**src/hdl/csvs_pkg.sv**
```systemverilog
// ----------------------------------------------------------------------------
// csvs_pkg
// Shared types and constants for the CSV line field splitter.
// ----------------------------------------------------------------------------
package csvs_pkg;

  localparam int unsigned MaxFields  = 1024;
  localparam int unsigned FieldW     = 10;
  localparam int unsigned FieldTopI  = (MaxFields - 1 < 1023) ? MaxFields - 1 : 1023;
  localparam logic [FieldW-1:0] FieldTop = FieldW'(FieldTopI);

  localparam int unsigned FifoDepth  = 4;
  localparam int unsigned FifoPtrW   = $clog2(FifoDepth);
  localparam int unsigned FifoCntW   = FifoPtrW + 1;

  localparam int unsigned CfgIdxW    = 2;
  localparam logic [CfgIdxW-1:0] CFG_DELIMITER = 2'd0;
  localparam logic [CfgIdxW-1:0] CFG_ENCLOSURE = 2'd1;
  localparam logic [CfgIdxW-1:0] CFG_ESCAPE    = 2'd2;

  localparam logic [7:0] DelimiterRst = 8'd44;
  localparam logic [7:0] EnclosureRst = 8'd34;
  localparam logic [7:0] EscapeRst    = 8'd92;

  typedef enum logic [1:0] {
    KIND_DATA    = 2'd0,
    KIND_FIELD   = 2'd1,
    KIND_DISCARD = 2'd2
  } kind_e;

  typedef enum logic [3:0] {
    MODE_OUTSIDE     = 4'b0001,
    MODE_INSIDE      = 4'b0010,
    MODE_ESC_PENDING = 4'b0100,
    MODE_ENC_PENDING = 4'b1000
  } mode_e;

  typedef struct packed {
    kind_e             kind;
    logic [7:0]        data;
    logic [FieldW-1:0] fnum;
    logic              done;
    logic              last;
  } res_t;

  // one accepted item: one or two results
  typedef struct packed {
    res_t r0;
    res_t r1;
    logic two;
  } item_t;

endpackage

```
**src/hdl/csvs_front.sv**
```systemverilog
// ----------------------------------------------------------------------------
// csvs_front
// Accepts line beats, runs the quote/escape parser and builds result pairs.
// ----------------------------------------------------------------------------
module csvs_front (
  input  logic                         clk_i,
  input  logic                         rst_ni,
  input  logic                         in_valid_i,
  output logic                         in_stall_o,
  input  logic [7:0]                   line_byte_i,
  input  logic                         byte_present_i,
  input  logic                         line_end_i,
  input  logic                         cfg_valid_i,
  output logic                         cfg_ready_o,
  input  logic [csvs_pkg::CfgIdxW-1:0] cfg_index_i,
  input  logic [7:0]                   cfg_data_i,
  input  logic                         q_full_i,
  output logic                         q_push_o,
  output csvs_pkg::item_t              q_item_o
);
  import csvs_pkg::*;

  logic [7:0]        delim_q, enc_q, esc_q;
  mode_e             mode_q, mode_m, mode_d;
  logic [FieldW-1:0] cnt_q, cnt_m, cnt_d;
  logic              accept, is_out;
  logic              b_v, e1_v;
  res_t              b_res, e0_res, e1_res;

  assign cfg_ready_o = 1'b1;
  assign in_stall_o  = q_full_i;
  assign accept      = in_valid_i && !in_stall_o;

  always_ff @(posedge clk_i or negedge rst_ni) begin
    if (!rst_ni) begin
      delim_q <= DelimiterRst;
      enc_q   <= EnclosureRst;
      esc_q   <= EscapeRst;
    end else if (cfg_valid_i) begin
      case (cfg_index_i)
        CFG_DELIMITER: delim_q <= cfg_data_i;
        CFG_ENCLOSURE: enc_q   <= cfg_data_i;
        CFG_ESCAPE:    esc_q   <= cfg_data_i;
        default: ;
      endcase
    end
  end

  // byte step
  always_comb begin
    mode_m = mode_q;
    cnt_m  = cnt_q;
    b_v    = 1'b0;
    is_out = 1'b0;
    b_res  = '0;
    b_res.kind = KIND_DATA;
    b_res.fnum = cnt_q;
    b_res.data = line_byte_i;
    if (byte_present_i) begin
      case (mode_q)
        MODE_INSIDE: begin
          if (line_byte_i == esc_q) begin
            mode_m = MODE_ESC_PENDING;
          end else if (line_byte_i == enc_q) begin
            mode_m = MODE_ENC_PENDING;
          end else begin
            b_v = 1'b1;
          end
        end
        MODE_ESC_PENDING: begin
          b_v    = 1'b1;
          mode_m = MODE_INSIDE;
        end
        MODE_ENC_PENDING: begin
          if (line_byte_i == enc_q) begin
            b_v    = 1'b1;
            mode_m = MODE_INSIDE;
          end else begin
            mode_m = MODE_OUTSIDE;
            is_out = 1'b1;
          end
        end
        default: is_out = 1'b1;
      endcase
      if (is_out) begin
        if (line_byte_i == delim_q) begin
          b_v        = 1'b1;
          b_res.kind = KIND_FIELD;
          b_res.data = '0;
          if (cnt_q < FieldTop) cnt_m = cnt_q + FieldW'(1);
        end else if (line_byte_i == enc_q) begin
          mode_m = MODE_INSIDE;
        end else begin
          b_v = 1'b1;
        end
      end
    end
  end

  // line end step
  always_comb begin
    mode_d = mode_m;
    cnt_d  = cnt_m;
    e1_v   = 1'b0;
    e0_res = '0;
    e1_res = '0;
    e0_res.fnum = cnt_m;
    e1_res.fnum = cnt_m;
    e0_res.done = 1'b1;
    e0_res.kind = KIND_FIELD;
    e1_res.kind = KIND_DISCARD;
    e1_res.done = 1'b1;
    case (mode_m)
      MODE_INSIDE: e0_res.kind = KIND_DISCARD;
      MODE_ESC_PENDING: begin
        if (esc_q != enc_q) begin
          e0_res.kind = KIND_DATA;
          e0_res.data = esc_q;
          e0_res.done = 1'b0;
          e1_v        = 1'b1;
        end
      end
      default: ;
    endcase
    if (line_end_i) begin
      mode_d = MODE_OUTSIDE;
      cnt_d  = '0;
    end
  end

  always_comb begin
    q_item_o     = '0;
    q_item_o.two = (b_v && line_end_i) || (line_end_i && e1_v);
    q_item_o.r0  = b_v ? b_res : e0_res;
    q_item_o.r1  = b_v ? e0_res : e1_res;
    if (q_item_o.two) q_item_o.r1.last = 1'b1;
    else              q_item_o.r0.last = 1'b1;
  end

  assign q_push_o = accept && (b_v || line_end_i);

  always_ff @(posedge clk_i or negedge rst_ni) begin
    if (!rst_ni) begin
      mode_q <= MODE_OUTSIDE;
      cnt_q  <= '0;
    end else if (accept) begin
      mode_q <= mode_d;
      cnt_q  <= cnt_d;
    end
  end

`ifndef ASSERT_OFF
  a_line_end_clears: assert property (@(posedge clk_i) disable iff (!rst_ni)
    accept && line_end_i |=> mode_q == MODE_OUTSIDE && cnt_q == '0)
    else $error("parser state not cleared after line end");
  a_inside_keeps_count: assert property (@(posedge clk_i) disable iff (!rst_ni)
    accept && !line_end_i && mode_q == MODE_INSIDE |=> cnt_q == $past(cnt_q))
    else $error("field count moved inside quotes");
`endif

endmodule

```
**src/hdl/csvs_fifo.sv**
```systemverilog
// ----------------------------------------------------------------------------
// csvs_fifo
// Short queue of result pairs between the parser and the output stage.
// ----------------------------------------------------------------------------
module csvs_fifo (
  input  logic            clk_i,
  input  logic            rst_ni,
  input  logic            push_i,
  input  csvs_pkg::item_t push_item_i,
  output logic            full_o,
  input  logic            pop_i,
  output logic            empty_o,
  output csvs_pkg::item_t head_o
);
  import csvs_pkg::*;

  item_t               mem_q [FifoDepth];
  logic [FifoPtrW-1:0] wr_q, rd_q;
  logic [FifoCntW-1:0] cnt_q;

  assign full_o  = cnt_q == FifoCntW'(FifoDepth);
  assign empty_o = cnt_q == '0;
  assign head_o  = mem_q[rd_q];

  always_ff @(posedge clk_i) begin
    if (push_i) mem_q[wr_q] <= push_item_i;
  end

  always_ff @(posedge clk_i or negedge rst_ni) begin
    if (!rst_ni) begin
      wr_q  <= '0;
      rd_q  <= '0;
      cnt_q <= '0;
    end else begin
      if (push_i) wr_q <= wr_q + FifoPtrW'(1);
      if (pop_i)  rd_q <= rd_q + FifoPtrW'(1);
      case ({push_i, pop_i})
        2'b10:   cnt_q <= cnt_q + FifoCntW'(1);
        2'b01:   cnt_q <= cnt_q - FifoCntW'(1);
        default: ;
      endcase
    end
  end

`ifndef ASSERT_OFF
  a_no_overflow: assert property (@(posedge clk_i) disable iff (!rst_ni)
    push_i |-> !full_o)
    else $error("push into full queue");
  a_no_underflow: assert property (@(posedge clk_i) disable iff (!rst_ni)
    pop_i |-> !empty_o)
    else $error("pop from empty queue");
`endif

endmodule

```
**src/hdl/csvs_back.sv**
```systemverilog
// ----------------------------------------------------------------------------
// csvs_back
// Drains queued result pairs one beat at a time into the output register.
// ----------------------------------------------------------------------------
module csvs_back (
  input  logic                        clk_i,
  input  logic                        rst_ni,
  input  logic                        empty_i,
  input  csvs_pkg::item_t             head_i,
  output logic                        pop_o,
  output logic                        out_valid_o,
  input  logic                        out_stall_i,
  output logic [1:0]                  result_kind_o,
  output logic [7:0]                  out_byte_o,
  output logic [csvs_pkg::FieldW-1:0] field_number_o,
  output logic                        line_done_o,
  output logic                        last_of_item_o
);
  import csvs_pkg::*;

  logic valid_q, sel_q, sel_d, load;
  res_t res_q, pick;

  assign load  = !empty_i && (!valid_q || !out_stall_i);
  assign pick  = sel_q ? head_i.r1 : head_i.r0;
  assign pop_o = load && (sel_q || !head_i.two);

  always_comb begin
    sel_d = sel_q;
    if (load) sel_d = !pop_o;
  end

  always_ff @(posedge clk_i or negedge rst_ni) begin
    if (!rst_ni) begin
      valid_q <= 1'b0;
      sel_q   <= 1'b0;
    end else begin
      sel_q <= sel_d;
      if (load) valid_q <= 1'b1;
      else if (!out_stall_i) valid_q <= 1'b0;
    end
  end

  always_ff @(posedge clk_i) begin
    if (load) res_q <= pick;
  end

  assign out_valid_o    = valid_q;
  assign result_kind_o  = res_q.kind;
  assign out_byte_o     = res_q.data;
  assign field_number_o = res_q.fnum;
  assign line_done_o    = res_q.done;
  assign last_of_item_o = res_q.last;

`ifndef ASSERT_OFF
  a_discard_ends_line: assert property (@(posedge clk_i) disable iff (!rst_ni)
    valid_q && res_q.kind == KIND_DISCARD |-> res_q.done && res_q.last)
    else $error("discard beat not closing the line");
`endif

endmodule

```
**src/hdl/csv_line_field_splitter_core.sv**
```systemverilog
// Path: an accepted beat's results enter the result queue, then the output register.
// Throughput: one line beat per cycle unless the result queue is full; the output
//   gives one result per cycle when not stalled; two results leave one by one.
// A four-entry result queue decouples the parser from the output register.
// Reset: asynchronous, active low; clears parser mode, field count and queue,
//   and loads the delimiter, enclosure and escape registers with their defaults.
// ----------------------------------------------------------------------------
// csv_line_field_splitter_core
// Byte-serial CSV line splitter: parser front end, result queue, output stage.
// ----------------------------------------------------------------------------
module csv_line_field_splitter_core (
  input  logic                         clk_i,
  input  logic                         rst_ni,
  input  logic                         in_valid_i,
  output logic                         in_stall_o,
  input  logic [7:0]                   line_byte_i,
  input  logic                         byte_present_i,
  input  logic                         line_end_i,
  input  logic                         cfg_valid_i,
  output logic                         cfg_ready_o,
  input  logic [csvs_pkg::CfgIdxW-1:0] cfg_index_i,
  input  logic [7:0]                   cfg_data_i,
  output logic                         out_valid_o,
  input  logic                         out_stall_i,
  output logic [1:0]                   result_kind_o,
  output logic [7:0]                   out_byte_o,
  output logic [csvs_pkg::FieldW-1:0]  field_number_o,
  output logic                         line_done_o,
  output logic                         last_of_item_o
);
  import csvs_pkg::*;

  logic  q_full, q_push, q_pop, q_empty;
  item_t q_in, q_head;

  csvs_front u_front (
    .clk_i          (clk_i),
    .rst_ni         (rst_ni),
    .in_valid_i     (in_valid_i),
    .in_stall_o     (in_stall_o),
    .line_byte_i    (line_byte_i),
    .byte_present_i (byte_present_i),
    .line_end_i     (line_end_i),
    .cfg_valid_i    (cfg_valid_i),
    .cfg_ready_o    (cfg_ready_o),
    .cfg_index_i    (cfg_index_i),
    .cfg_data_i     (cfg_data_i),
    .q_full_i       (q_full),
    .q_push_o       (q_push),
    .q_item_o       (q_in)
  );

  csvs_fifo u_fifo (
    .clk_i       (clk_i),
    .rst_ni      (rst_ni),
    .push_i      (q_push),
    .push_item_i (q_in),
    .full_o      (q_full),
    .pop_i       (q_pop),
    .empty_o     (q_empty),
    .head_o      (q_head)
  );

  csvs_back u_back (
    .clk_i          (clk_i),
    .rst_ni         (rst_ni),
    .empty_i        (q_empty),
    .head_i         (q_head),
    .pop_o          (q_pop),
    .out_valid_o    (out_valid_o),
    .out_stall_i    (out_stall_i),
    .result_kind_o  (result_kind_o),
    .out_byte_o     (out_byte_o),
    .field_number_o (field_number_o),
    .line_done_o    (line_done_o),
    .last_of_item_o (last_of_item_o)
  );

endmodule
```
**config.mk**
```make
export PLATFORM = sky130hd
export DESIGN_NAME = csv_line_field_splitter_core
export DESIGN_NICKNAME = d
export VERILOG_FILES = /design/src/hdl/csvs_pkg.sv /design/src/hdl/csvs_front.sv /design/src/hdl/csvs_fifo.sv /design/src/hdl/csvs_back.sv /design/src/hdl/csv_line_field_splitter_core.sv
export SDC_FILE = /design/constraint.sdc
export NUM_CORES = 1
export LEC_CHECK = 0
export ABC_AREA = 1
export BUFFER_PORTS_ARGS = -buffer_cell sky130_fd_sc_hd__buf_2
export CAP_MARGIN = 15
export CORE_UTILIZATION = 50
export CTS_CLUSTER_DIAMETER = 150
export DETAILED_ROUTE_END_ITERATION = 7
export GPL_TIMING_DRIVEN = 0
export PLACE_DENSITY = 0.7
export SYNTH_ARGS = -nofsm -noshare
export SYNTH_HDL_FRONTEND = slang
export SYNTH_SLANG_ARGS = --single-unit
```
**constraint.sdc**
```tcl
create_clock -name clk_i -period 4.1 [get_ports clk_i]
set_input_delay 0.82 -clock clk_i [delete_from_list [all_inputs] [get_ports clk_i]]
set_output_delay 0.82 -clock clk_i [all_outputs]
set_load 0.01 [all_outputs]
```
## Word-level counts from Yosys, hierarchy flattened

Memory sizes are Yosys's and may differ from the RTL's.
Index checks and enable logic that the tools add are counted.

| word-level totals | value |
|---|---|
| register bits after elaboration | 69 |
| memory bits (writable) | 180 |
| input bits | 25 |
| output and inout port bits | 25 |
| word-level logic and storage cells | 104 |
| memories kept | 1 |

| operators by class | value |
|---|---|
| add/sub/neg operators | 5 |
| order comparisons | 1 |
| eq/ne operators | 15 |
| muxes and demuxes | 44 |
| reduce and logical (&&, ||, !) cells | 23 |

Memory list:

| memory | words | width | read ports | clocked after memory_dff | write ports | line | source |
|---|---|---|---|---|---|---|---|
| u_fifo.mem_q | 4 | 45 | 1 | 0 | 1 | csvs_fifo.sv:17 | `item_t mem_q [FifoDepth];` |

Operators by type and width:

| operator | number |
|---|---|
| 10-bit 2-to-1 mux | 7 |
| 22-bit 2-to-1 mux | 3 |
| 4-bit 2-to-1 mux | 7 |
| 8-bit == test | 3 |
| 1-bit 2-to-1 mux | 18 |
| 9-bit 2-to-1 mux | 2 |
| 4-bit one-hot mux with 3 select lines | 1 |
| 10-bit by 1-bit adder with 10-bit output, second input constant | 1 |
| 10-bit less-than comparator, second input constant | 1 |
| 4-bit by 2-bit == test with 1-bit output, second input constant | 2 |
| 4-bit by 3-bit == test with 1-bit output, second input constant | 2 |
| 8-bit 2-to-1 mux | 1 |
| 8-bit inequality test | 1 |
| 1-bit logical AND | 6 |
| 1-bit logical NOT | 6 |
| 3-bit one-hot mux with 2 select lines | 1 |
| 2-bit AND reduction | 3 |
| 2-bit by 1-bit adder with 2-bit output, second input constant | 2 |
| 2-bit by 1-bit == test with 1-bit output, second input constant | 2 |
| 2-bit == test, second input constant | 2 |
| 4-bit == test, second input constant | 1 |
| 1-bit logical OR | 4 |
| 2-bit one-hot mux with 2 select lines | 1 |
| 3-bit by 1-bit adder with 3-bit output, second input constant | 1 |
| other kinds (10) | 10 |

## Longest topological paths before layout

Gate-level depths: netlist (run 1).

| logic depth | value |
|---|---|
| depth after elaboration | 13 |
| mapped depth | 21 |

## Hierarchy

Synthesis (run 1) repeated with hierarchy kept, for this count alone.

| unflattened totals | value |
|---|---|
| cells, all modules | 1,115 |
| area, all modules | 11,603.6 µm² |

By module, submodules not included:

| module | times used | cells each | area an instance (µm²) | sequential area each (µm²) |
|---|---|---|---|---|
| csvs_fifo | 1 | 573 | 7,631.1 | 5,580.4 |
| csvs_front | 1 | 435 | 2,876.5 | 963.4 |
| csvs_back | 1 | 107 | 1,096.1 | 710.7 |

## Worst setup path before layout (run 1)

OpenSTA, ideal clock, no wires.

| path | value |
|---|---|
| path kind | input to register |
| start | in line_byte_i[7] |
| end | mem u_fifo.mem_q[0][10] (netlist name) (enable) |
| setup time | 0.445 ns |
| data arrival time | 3.770 ns |
| data required time | 3.655 ns |
| path slack | -0.115 ns |
| cell stages on the path | 16 |
| cell sequence | buf_6 inv_1 nand2_1 nand2_1 nor2_1 nand2_1 nor2_2 nand2_2 nand2_2 inv_2 nand2_4 nor2_2 a21oi_4 nand2_2 nand2_4 nor2_1 |

| on the way | value |
|---|---|
| longest elaborated chain between the ends | 12 |
| elaborated cells on any way between the ends | 17 |

Ends and longest elaborated chain:

| item | line | source |
|---|---|---|
| start: declaration | csv_line_field_splitter_core.sv:16 | `input logic [7:0] line_byte_i,` |
| 8-bit == test | csvs_front.sv:64, csvs_front.sv:75, csvs_front.sv:91 |  |
| 1-bit 2-to-1 mux | csvs_front.sv:64, csvs_front.sv:75 |  |
| 1-bit 2-to-1 mux | csvs_front.sv:62 | `if (line_byte_i == esc_q) begin` |
| 1-bit one-hot mux with 3 select lines | csvs_front.sv:60 | `case (mode_q)` |
| 1-bit 2-to-1 mux | csvs_front.sv:91 | `end else if (line_byte_i == enc_q) begin` |
| 1-bit 2-to-1 mux | csvs_front.sv:86 | `if (line_byte_i == delim_q) begin` |
| 1-bit 2-to-1 mux (*) | csvs_front.sv:85 | `if (is_out) begin` |
| 1-bit 2-to-1 mux (*) | csvs_front.sv:59 | `if (byte_present_i) begin` |
| 1-bit logical OR (*) | csvs_front.sv:140 | `assign q_push_o = accept && (b_v \|\| line_end_i);` |
| 1-bit logical AND (*) | csvs_front.sv:140 |  |
| 1-bit 2-to-1 mux (*) | csvs_fifo.sv:26 | `if (push_i) mem_q[wr_q] <= push_item_i;` |
| 1-bit 2-to-1 mux (not written as such) (*) | csvs_fifo.sv:26 |  |
| end: declaration | csvs_fifo.sv:17 |  |

Mark *: on every way between the ends. The rest lies on a longest branch, timed or not. The select of a mux whose other input is x is not followed.

## Worst setup path in the final report (run 1)

| path | value |
|---|---|
| start | reg u_front.enc_q[5] |
| end | reg u_fifo.cnt_q[2] |

| on the way | value |
|---|---|
| longest elaborated chain between the ends | 12 |
| elaborated cells on any way between the ends | 17 |

Ends and longest elaborated chain:

| item | line | source |
|---|---|---|
| start: declaration | csvs_front.sv:23 | `logic [7:0] delim_q, enc_q, esc_q;` |
| start signal: assignment | csvs_front.sv:37 | `enc_q <= EnclosureRst;` |
| start signal: assignment | csvs_front.sv:42 | `CFG_ENCLOSURE: enc_q <= cfg_data_i;` |
| 8-bit == test (*) | csvs_front.sv:64, csvs_front.sv:75, csvs_front.sv:91 |  |
| 1-bit 2-to-1 mux | csvs_front.sv:64, csvs_front.sv:75 |  |
| 1-bit 2-to-1 mux | csvs_front.sv:62 |  |
| 1-bit one-hot mux with 3 select lines | csvs_front.sv:60 |  |
| 1-bit 2-to-1 mux | csvs_front.sv:91 |  |
| 1-bit 2-to-1 mux | csvs_front.sv:86 |  |
| 1-bit 2-to-1 mux (*) | csvs_front.sv:85 |  |
| 1-bit 2-to-1 mux (*) | csvs_front.sv:59 |  |
| 1-bit logical OR (*) | csvs_front.sv:140 |  |
| 1-bit logical AND (*) | csvs_front.sv:140 |  |
| 2-bit by 1-bit == test with 1-bit output or 2-bit == test (tied branches) | csvs_fifo.sv:37 | `case ({push_i, pop_i})` |
| 3-bit one-hot mux with 2 select lines or 2-bit nonzero test (tied branches) | n/a |  |
| end signal: assignment | csvs_fifo.sv:38 | `2'b10: cnt_q <= cnt_q + FifoCntW'(1);` |
| end signal: assignment | csvs_fifo.sv:39 | `2'b01: cnt_q <= cnt_q - FifoCntW'(1);` |
| end: declaration | csvs_fifo.sv:19 | `logic [FifoCntW-1:0] cnt_q;` |

Marked as above.
A chain may end at the register's enable or synchronous reset.

==> results of run 1 <==
==> cells in the final DEF, fill, tap and decap left out, types with 25 or more instances in the layout <==
master     instances
o22ai_1           25
buf_2             47
clkbuf_1          48
o21ai_0          132
nand2_1          164
nor2_1           185
dfrtp_1           37
inv_1             71
conb_1            37
edfxtp_1         198
clkbuf_16         25
==> final cells by class <==
cell class | count | share of cell area, %
clock inverters | 11 | 0.409
multi-input cells | 658 | 25.5
flip-flops and latches | 245 | 58.3
well taps | 270 | 2.76
plain buffers | 49 | 1.60
inverters | 80 | 2.45
repair buffers | 53 | 3.33
clock buffers | 34 | 5.71
==> per-stage QoR <==
stage,power [µW],hold slack (ns),setup WS (ns)
detailed placement,6060,0.470,0.412
CTS,8130,0.482,0.864
global placement,5920,0.462,-1.99
global route,8530,0.312,0.495
finish,8090,0.303,0.863
floorplan,5020,0.446,-0.115
==> worst max-delay path by stage <==
stage                                endpoint        startpoint  cells past startpoint
final                         u_fifo.cnt_q[2]  u_front.enc_q[5]                     20
after global routing          u_fifo.cnt_q[2]  u_front.enc_q[5]                     20
after CTS                     u_fifo.cnt_q[2]  u_front.enc_q[5]                     20
after detailed placement   u_fifo.mem_q[3][2]    line_byte_i[6]                     13
after global placement    u_fifo.mem_q[2][17]    line_byte_i[6]                     12
after floorplan           u_fifo.mem_q[0][10]    line_byte_i[7]                     16
==> sequential cells by signal, summed over array words and instances (netlist names) <==
| name | count |
|---|---|
| u_back.result_kind_o | 2 |
| u_fifo.wr_q | 2 |
| u_back.out_byte_o | 8 |
| u_front.mode_q | 4 |
| u_front.cnt_q | 10 |
| u_back.last_of_item_o | 1 |
| u_front.enc_q | 8 |
| u_back.line_done_o | 1 |
| u_fifo.cnt_q | 3 |
| u_front.delim_q | 8 |
| u_front.esc_q | 8 |
| u_fifo.mem_q | 176 |
| u_fifo.rd_q | 2 |
| u_back.out_valid_o | 1 |
| u_back.field_number_o | 10 |
| u_back.sel_q | 1 |
==> metal layers <==
layer	GRT usage [%]	vias up	wire, µm
met4	9.23	0	878
met1	31.5	3527	10400
met2	39.8	256	12200
met3	3.15	51	1560
li1	-	3589	-
met5	0	-	0
==> where the power goes <==
group,leakage (µW),switching [µW],total [µW],internal [µW]
logic,0.00200,1800,2560,767
registers,0.00242,152,3440,3290
clock network,0.000368,901,2090,1180
==> logic make-up after synthesis <==
family	after synthesis
AND/OR/NAND/NOR	395
flip-flops	245
AO/OA/AOI/OAI	193
buffers and inverters	129
XOR/XNOR	26
adder cells (fa/ha/maj)	7
other	2
==> synth_stat cells, drive strengths merged <==
cell and n:
dfstp 10, and3 1, a21oi 10, edfxtp 198
a41o 1, a22o 1, dfrtp 37, o32ai 1
a31oi 22, inv 80, conb 2, nand3 19
and2 1, clkbuf 43, o22ai 25, nand4 4
buf 6, nor4 1, a22oi 1, or2 1
nor2 194, xnor2 17, fa 1, nor3 4
nand2 169, ha 6, xor2 9, o21ai 132
nand3b 1
==> worst max-delay path: stages, from the launching register on <==
cell and delay (ns):
dfstp_2 0.57, inv_1 0.07, nand2_1 0.05, nand2_1 0.06
nor2_1 0.16, nand2_1 0.09, nor2_2 0.19, nand2_2 0.09
nand2_2 0.09, inv_2 0.05, nand2_4 0.09, nor2_2 0.09
a21oi_4 0.20, nand2_2 0.11, nand2_4 0.17, ha_1 0.17
inv_1 0.06, fa_1 0.37, a21oi_1 0.15, o21ai_0 0.11
xor2_1 0.15
==> run_results.csv, run 1 <==
group,metric,value,unit
sta,worst_pin_slew,1.10,ns
yosys,synth_area_leaders,"edfxtp_1 (56%), dfrtp_1 (8.7%), nor2_1 (6.7%)",
power,p_leak,0.00479,µW
route,drc_errors,0,
power,vdd_drop_max,0.279,mV
placed_design,placed_cells,1354,
setup_path,rr_endpoint,"u_fifo.cnt_q[2]",
clocking,clock_sinks,245,
finish,instances_no_fill,1400,
finish,final_nets,1144,
power,p_per_area,661,mW/mm²
floorplan,dieArea,0.0218,mm²
setup_path,endpoint_kind,"register",
yosys,synth_mux_area_share,0,%
clocking,cts_tree,"built",
placed_design,placed_cell_area,0.0115,mm²
yosys,synth-xor-area-share,2.15,%
yosys,synth_simple_gate_area_share,14.9,%
finish,diodes,0,
finish,fill_cells,1665,
route,routed_wl,25000,µm
floorplan,die_x,148,µm
global_routing,first_global_vias,7183,
yosys,synth_top_family_by_area,"simple AND/OR/NAND/NOR gates",
floorplan,rows,52,
global_routing,gr-total-overflow,0,
setup_path,rrSetupSlack,0.86,ns
yosys,ys_ff_latch,245,
sta,fin_crit_sh,79.0,%
finish,multi_input_area,0.00312,mm²
yosys,synth_fa_ha_area_share,0.898,%
route,avgViaCountPerCell,5.30,
finish,drive_gt1_share,11.2,%
floorplan,core_area,0.0205,mm²
setup_path,cp_max_fo,7,
placed_design,gp_congestion,0.886,
clocking,cts_buffer_depth,3,
yosys,synth.largest_area_cell,"edfxtp_1",
sta,fin_skew,0.0115,ns
setup_path,critical_path_required,4.49,ns
clocking,hold_buffers,0,
floorplan,io_pins,50,
sta,tns,0,ns
route,vias,7423,
clocking,cts_buffers,25,
setup_path,cp.arrival,3.62,ns
placed_design,dp_hpwl,17000,µm
setup_path,reg2reg_depth,20,
yosys,synth_cells,997,
sta,finalHoldViolations,0,
setup_path,r2r_start,"u_front.enc_q[5]",
yosys,syn_avg_cell_area,10.6,µm²
route,drtPass1Iterations,5,
yosys,synth_top_area_share,56.2,%
run,drv_cap,0,
clocking,cts-root-buf,"clkbuf_16",
yosys,netlist_area,0.0106,mm²
finish,area_growth,15.6,%
setup_path,path_class,"register to register",
global_routing,grt_pass1_wl,38900,µm
sta,slew_viol_final,0,
finish,post-route-cell-area,0.0122,mm²
yosys,synth.distinct_cells,38,
run_status,outcome,"completed",
floorplan,start_util,51.7,%
setup_path,crit_path_start_kind,"register",
sta,finalSetupViolations,0,
sta,max_freq,309,MHz
floorplan,dieHeight,148,µm
route,avgRoutedWirePerCell,17.9,µm
yosys,ys_seq_area_share,67.4,%
clocking,post_cts_resized,0,
global_routing,grt_usage,23.7,%
global_routing,grt_max_degree,48,
sta,finalCriticalPeriod,3.24,ns
route,drt_iter0_markers,579,
yosys,synth-compound-area-share,9.93,%
hold_path,min_path_type,"input port to async pin",
sta,rsz0062_at_grt,"no",
global_routing,antenna_found_initial,0,
placed_design,portBuffers,46,
clocking,htreeDepth,1,
finish,register_area,0.00713,mm²
sta,relSlewSlack,26.5,%
route,antenna_left,0,
clocking,postCtsSetupBuffers,0,
finish,finish.utilization,59.7,%
yosys,yosys_warnings,0,
clocking,clock_latency,0.51,ns
clocking,clk_pin_slew_worst_paths,0.06,ns
(Power assumes the default switching activity.)
==> inputs of run 2 (changes only) <==
==> constraint.sdc (replaced) <==
create_clock -name clk_i -period 2.6 [get_ports clk_i]
set_input_delay 0.52 -clock clk_i [delete_from_list [all_inputs] [get_ports clk_i]]
set_output_delay 0.52 -clock clk_i [all_outputs]
set_load 0.01 [all_outputs]
==> run 2 against run 1 <==
Net effect: final area is 4.5% higher; sequential cell count stayed put; critical endpoint unchanged; die area stayed put; clock power is 67% higher; combinational power is 78% higher; total power is 67% higher; non-clock buffer count is 32 higher; the run now ends with hold timing, setup timing left; critical path type unchanged; via count is 3.5% higher; sequential power is 58% higher.
==> run_results.csv, run 2 (synthesis gave the netlist of run 1 again) <==
group,metric,value,unit
global_routing,grt_max_degree,48,
run_status,outcome,"finished with violations",
clocking,cts_buffer_depth,3,
setup_path,r2r_start,"u_fifo.cnt_q[0]",
global_routing,first_global_vias,7447,
setup_path,crit_path_start_kind,"register",
placed_design,dp_hpwl,16600,µm
floorplan,io_pins,50,
power,p_per_area,1050,mW/mm²
finish,diodes,0,
route,vias,7686,
finish,fill_cells,1599,
global_routing,grt_pass1_wl,40200,µm
sta,relSlewSlack,44.4,%
finish,drive_gt1_share,16.3,%
sta,slew_viol_final,0,
clocking,cts_buffers,26,
setup_path,reg2reg_depth,12,
finish,finish.utilization,62.5,%
power,vdd_drop_max,0.523,mV
route,drc_errors,0,
sta,fin_crit_sh,105,%
finish,final_cell_mix,"edfxtp_1 (198), nor2_1 (182), nand2_1 (163), o21ai_0 (119), inv_1 (67)",
clocking,htreeDepth,1,
power,p_leak,0.00504,µW
floorplan,core_area,0.0205,mm²
global_routing,grt_usage,24.4,%
hold_path,min_path_type,"input port to async pin",
sta,finalHoldViolations,11,
clocking,clock_latency,0.54,ns
floorplan,rows,52,
setup_path,max_stage_delay,0.39,ns
finish,area_growth,20.9,%
route,routed_wl,27300,µm
floorplan,dieArea,0.0218,mm²
route,antenna_left,0,
floorplan,start_util,51.7,%
route,drtPass1Iterations,5,
clocking,cts_tree,"built",
setup_path,slowest_stage,"dfrtp_1",
setup_path,endpoint_kind,"register",
finish,largest_register_ff_count,176,
clocking,cts-root-buf,"clkbuf_16",
global_routing,antenna_found_initial,0,
floorplan,die_x,148,µm
sta,hold_ws,-0.0204,ns
power,power,13500,µW
setup_path,critical_path_required,3.02,ns
global_routing,gr-total-overflow,0,
setup_path,rrSetupSlack,-0.13,ns
finish,layout_commonest_cell,"edfxtp_1",
setup_path,cp_cell_sequence,"inv_1, nand2_1, o21ai_1, clkbuf_2, inv_1, nand2_8, ha_4, inv_4, fa_2, a21oi_2, o21ai_1, xor2_1",
sta,fin_skew,0.0258,ns
sta,rsz0062_at_grt,"yes",
clocking,clk_pin_slew_worst_paths,0.06,ns
finish,top_register,"u_fifo.mem_q",
route,avgViaCountPerCell,5.35,
route,avgRoutedWirePerCell,19.0,µm
placed_design,portBuffers,46,
floorplan,dieHeight,148,µm
setup_path,path_class,"register to register",
setup_path,cp_max_fo,10,
sta,max_freq,366,MHz
sta,finalCriticalPeriod,2.73,ns
placed_design,gp_congestion,0.902,
finish,final_nets,1181,
setup_path,rr_endpoint,"u_fifo.cnt_q[2]",
sta,fin_ws,-0.129,ns
sta,worst_pin_slew,0.830,ns
clocking,hold_buffers,0,
run_status,violations,"hold timing, setup timing",
setup_path,cp.arrival,3.15,ns
clocking,clock_sinks,245,
run,drv_cap,0,
sta,finalSetupViolations,23,
route,drt_iter0_markers,698,
==> run 2: power by group <==
group          total (µW)  leakage, µW  internal, µW  switching, µW
logic                4560      0.00224          1450           3120
clock network        3490     0.000390          2030           1460
registers            5430      0.00242          5180            246
==> run 2: how the worst max path moves through the flow <==
stage / start / endpoint / slack, ns / depth (start not counted)
2_1_floorplan: line_byte_i[7] / u_fifo.cnt_q[2] / -0.12 / 21
3_3_place_gp: line_byte_i[5] / u_fifo.mem_q[3][17] / -1.04 / 12
3_5_place_dp: line_byte_i[5] / u_fifo.mem_q[3][17] / -0.66 / 13
4_1_cts: u_front.enc_q[5] / u_fifo.cnt_q[2] / -0.10 / 20
5_1_grt: u_front.enc_q[5] / u_fifo.cnt_q[2] / -0.24 / 20
6_report: u_fifo.cnt_q[0] / u_fifo.cnt_q[2] / -0.13 / 12
==> run 2: timing repair <==
| item | 4_1_cts | 5_1_grt |
|---|---|---|
| gates cloned | 4 | 4 |
| pin swaps | 12 | 12 |
| setup endpoints to repair | 210 | 206 |
| buffers inserted | 18 | 12 |
| gates resized for setup | 19 | 33 |
==> run 2: layout make-up <==
type,instances,area (µm²),area share (%)
Multi-Input combinational cell,661,3270,25.6
Timing Repair Buffer,85,737,5.76
Timing Repair inverter,1,5.00,0.0391
Clock buffer,32,673,5.26
Buffer,49,206,1.61
Tap cell,270,338,2.64
Sequential cell,245,7130,55.7
Inverter,80,307,2.39
Clock inverter,14,128,0.997
==> run 2: metrics by stage <==
| step | setup slack, ns | cell area, µm² | TNS (ns) | hold WS, ns | instances |
|---|---|---|---|---|---|
| CTS | -0.105 | 12400 | -0.105 | 0.192 | 1420 |
| finish | -0.129 | 12800 | -0.344 | -0.0204 | 1437 |
| floorplan | -0.119 | 10800 | -18.86 | 0.224 | 1032 |
| global route | -0.236 | 12800 | -16.18 | 0.0125 | 1437 |
| global placement | -1.04 | 11300 | -181.03 | 0.465 | 1348 |
| detailed placement | -0.656 | 11400 | -100.64 | 0.471 | 1352 |
==> run 2: worst max-delay path: cells and delay by family, from the launching register on <==
| family | cells | cell delay, ns |
|---|---|---|
| compound gates | 3 | 0.48 |
| xor+xnor | 1 | 0.14 |
| fa+ha+maj | 2 | 0.49 |
| buf+inv | 4 | 0.78 |
| flops | 1 | 0.39 |
| simple gates | 2 | 0.31 |
==> run 2: per-layer routing <==
metal | track usage [%] | wire, µm | part of all wire, %
met5 | 0 | 0 | 0
met4 | 11.1 | 1160 | 4.3
met3 | 3.36 | 1620 | 6.0
met2 | 42.0 | 13600 | 50
met1 | 30.9 | 10900 | 40
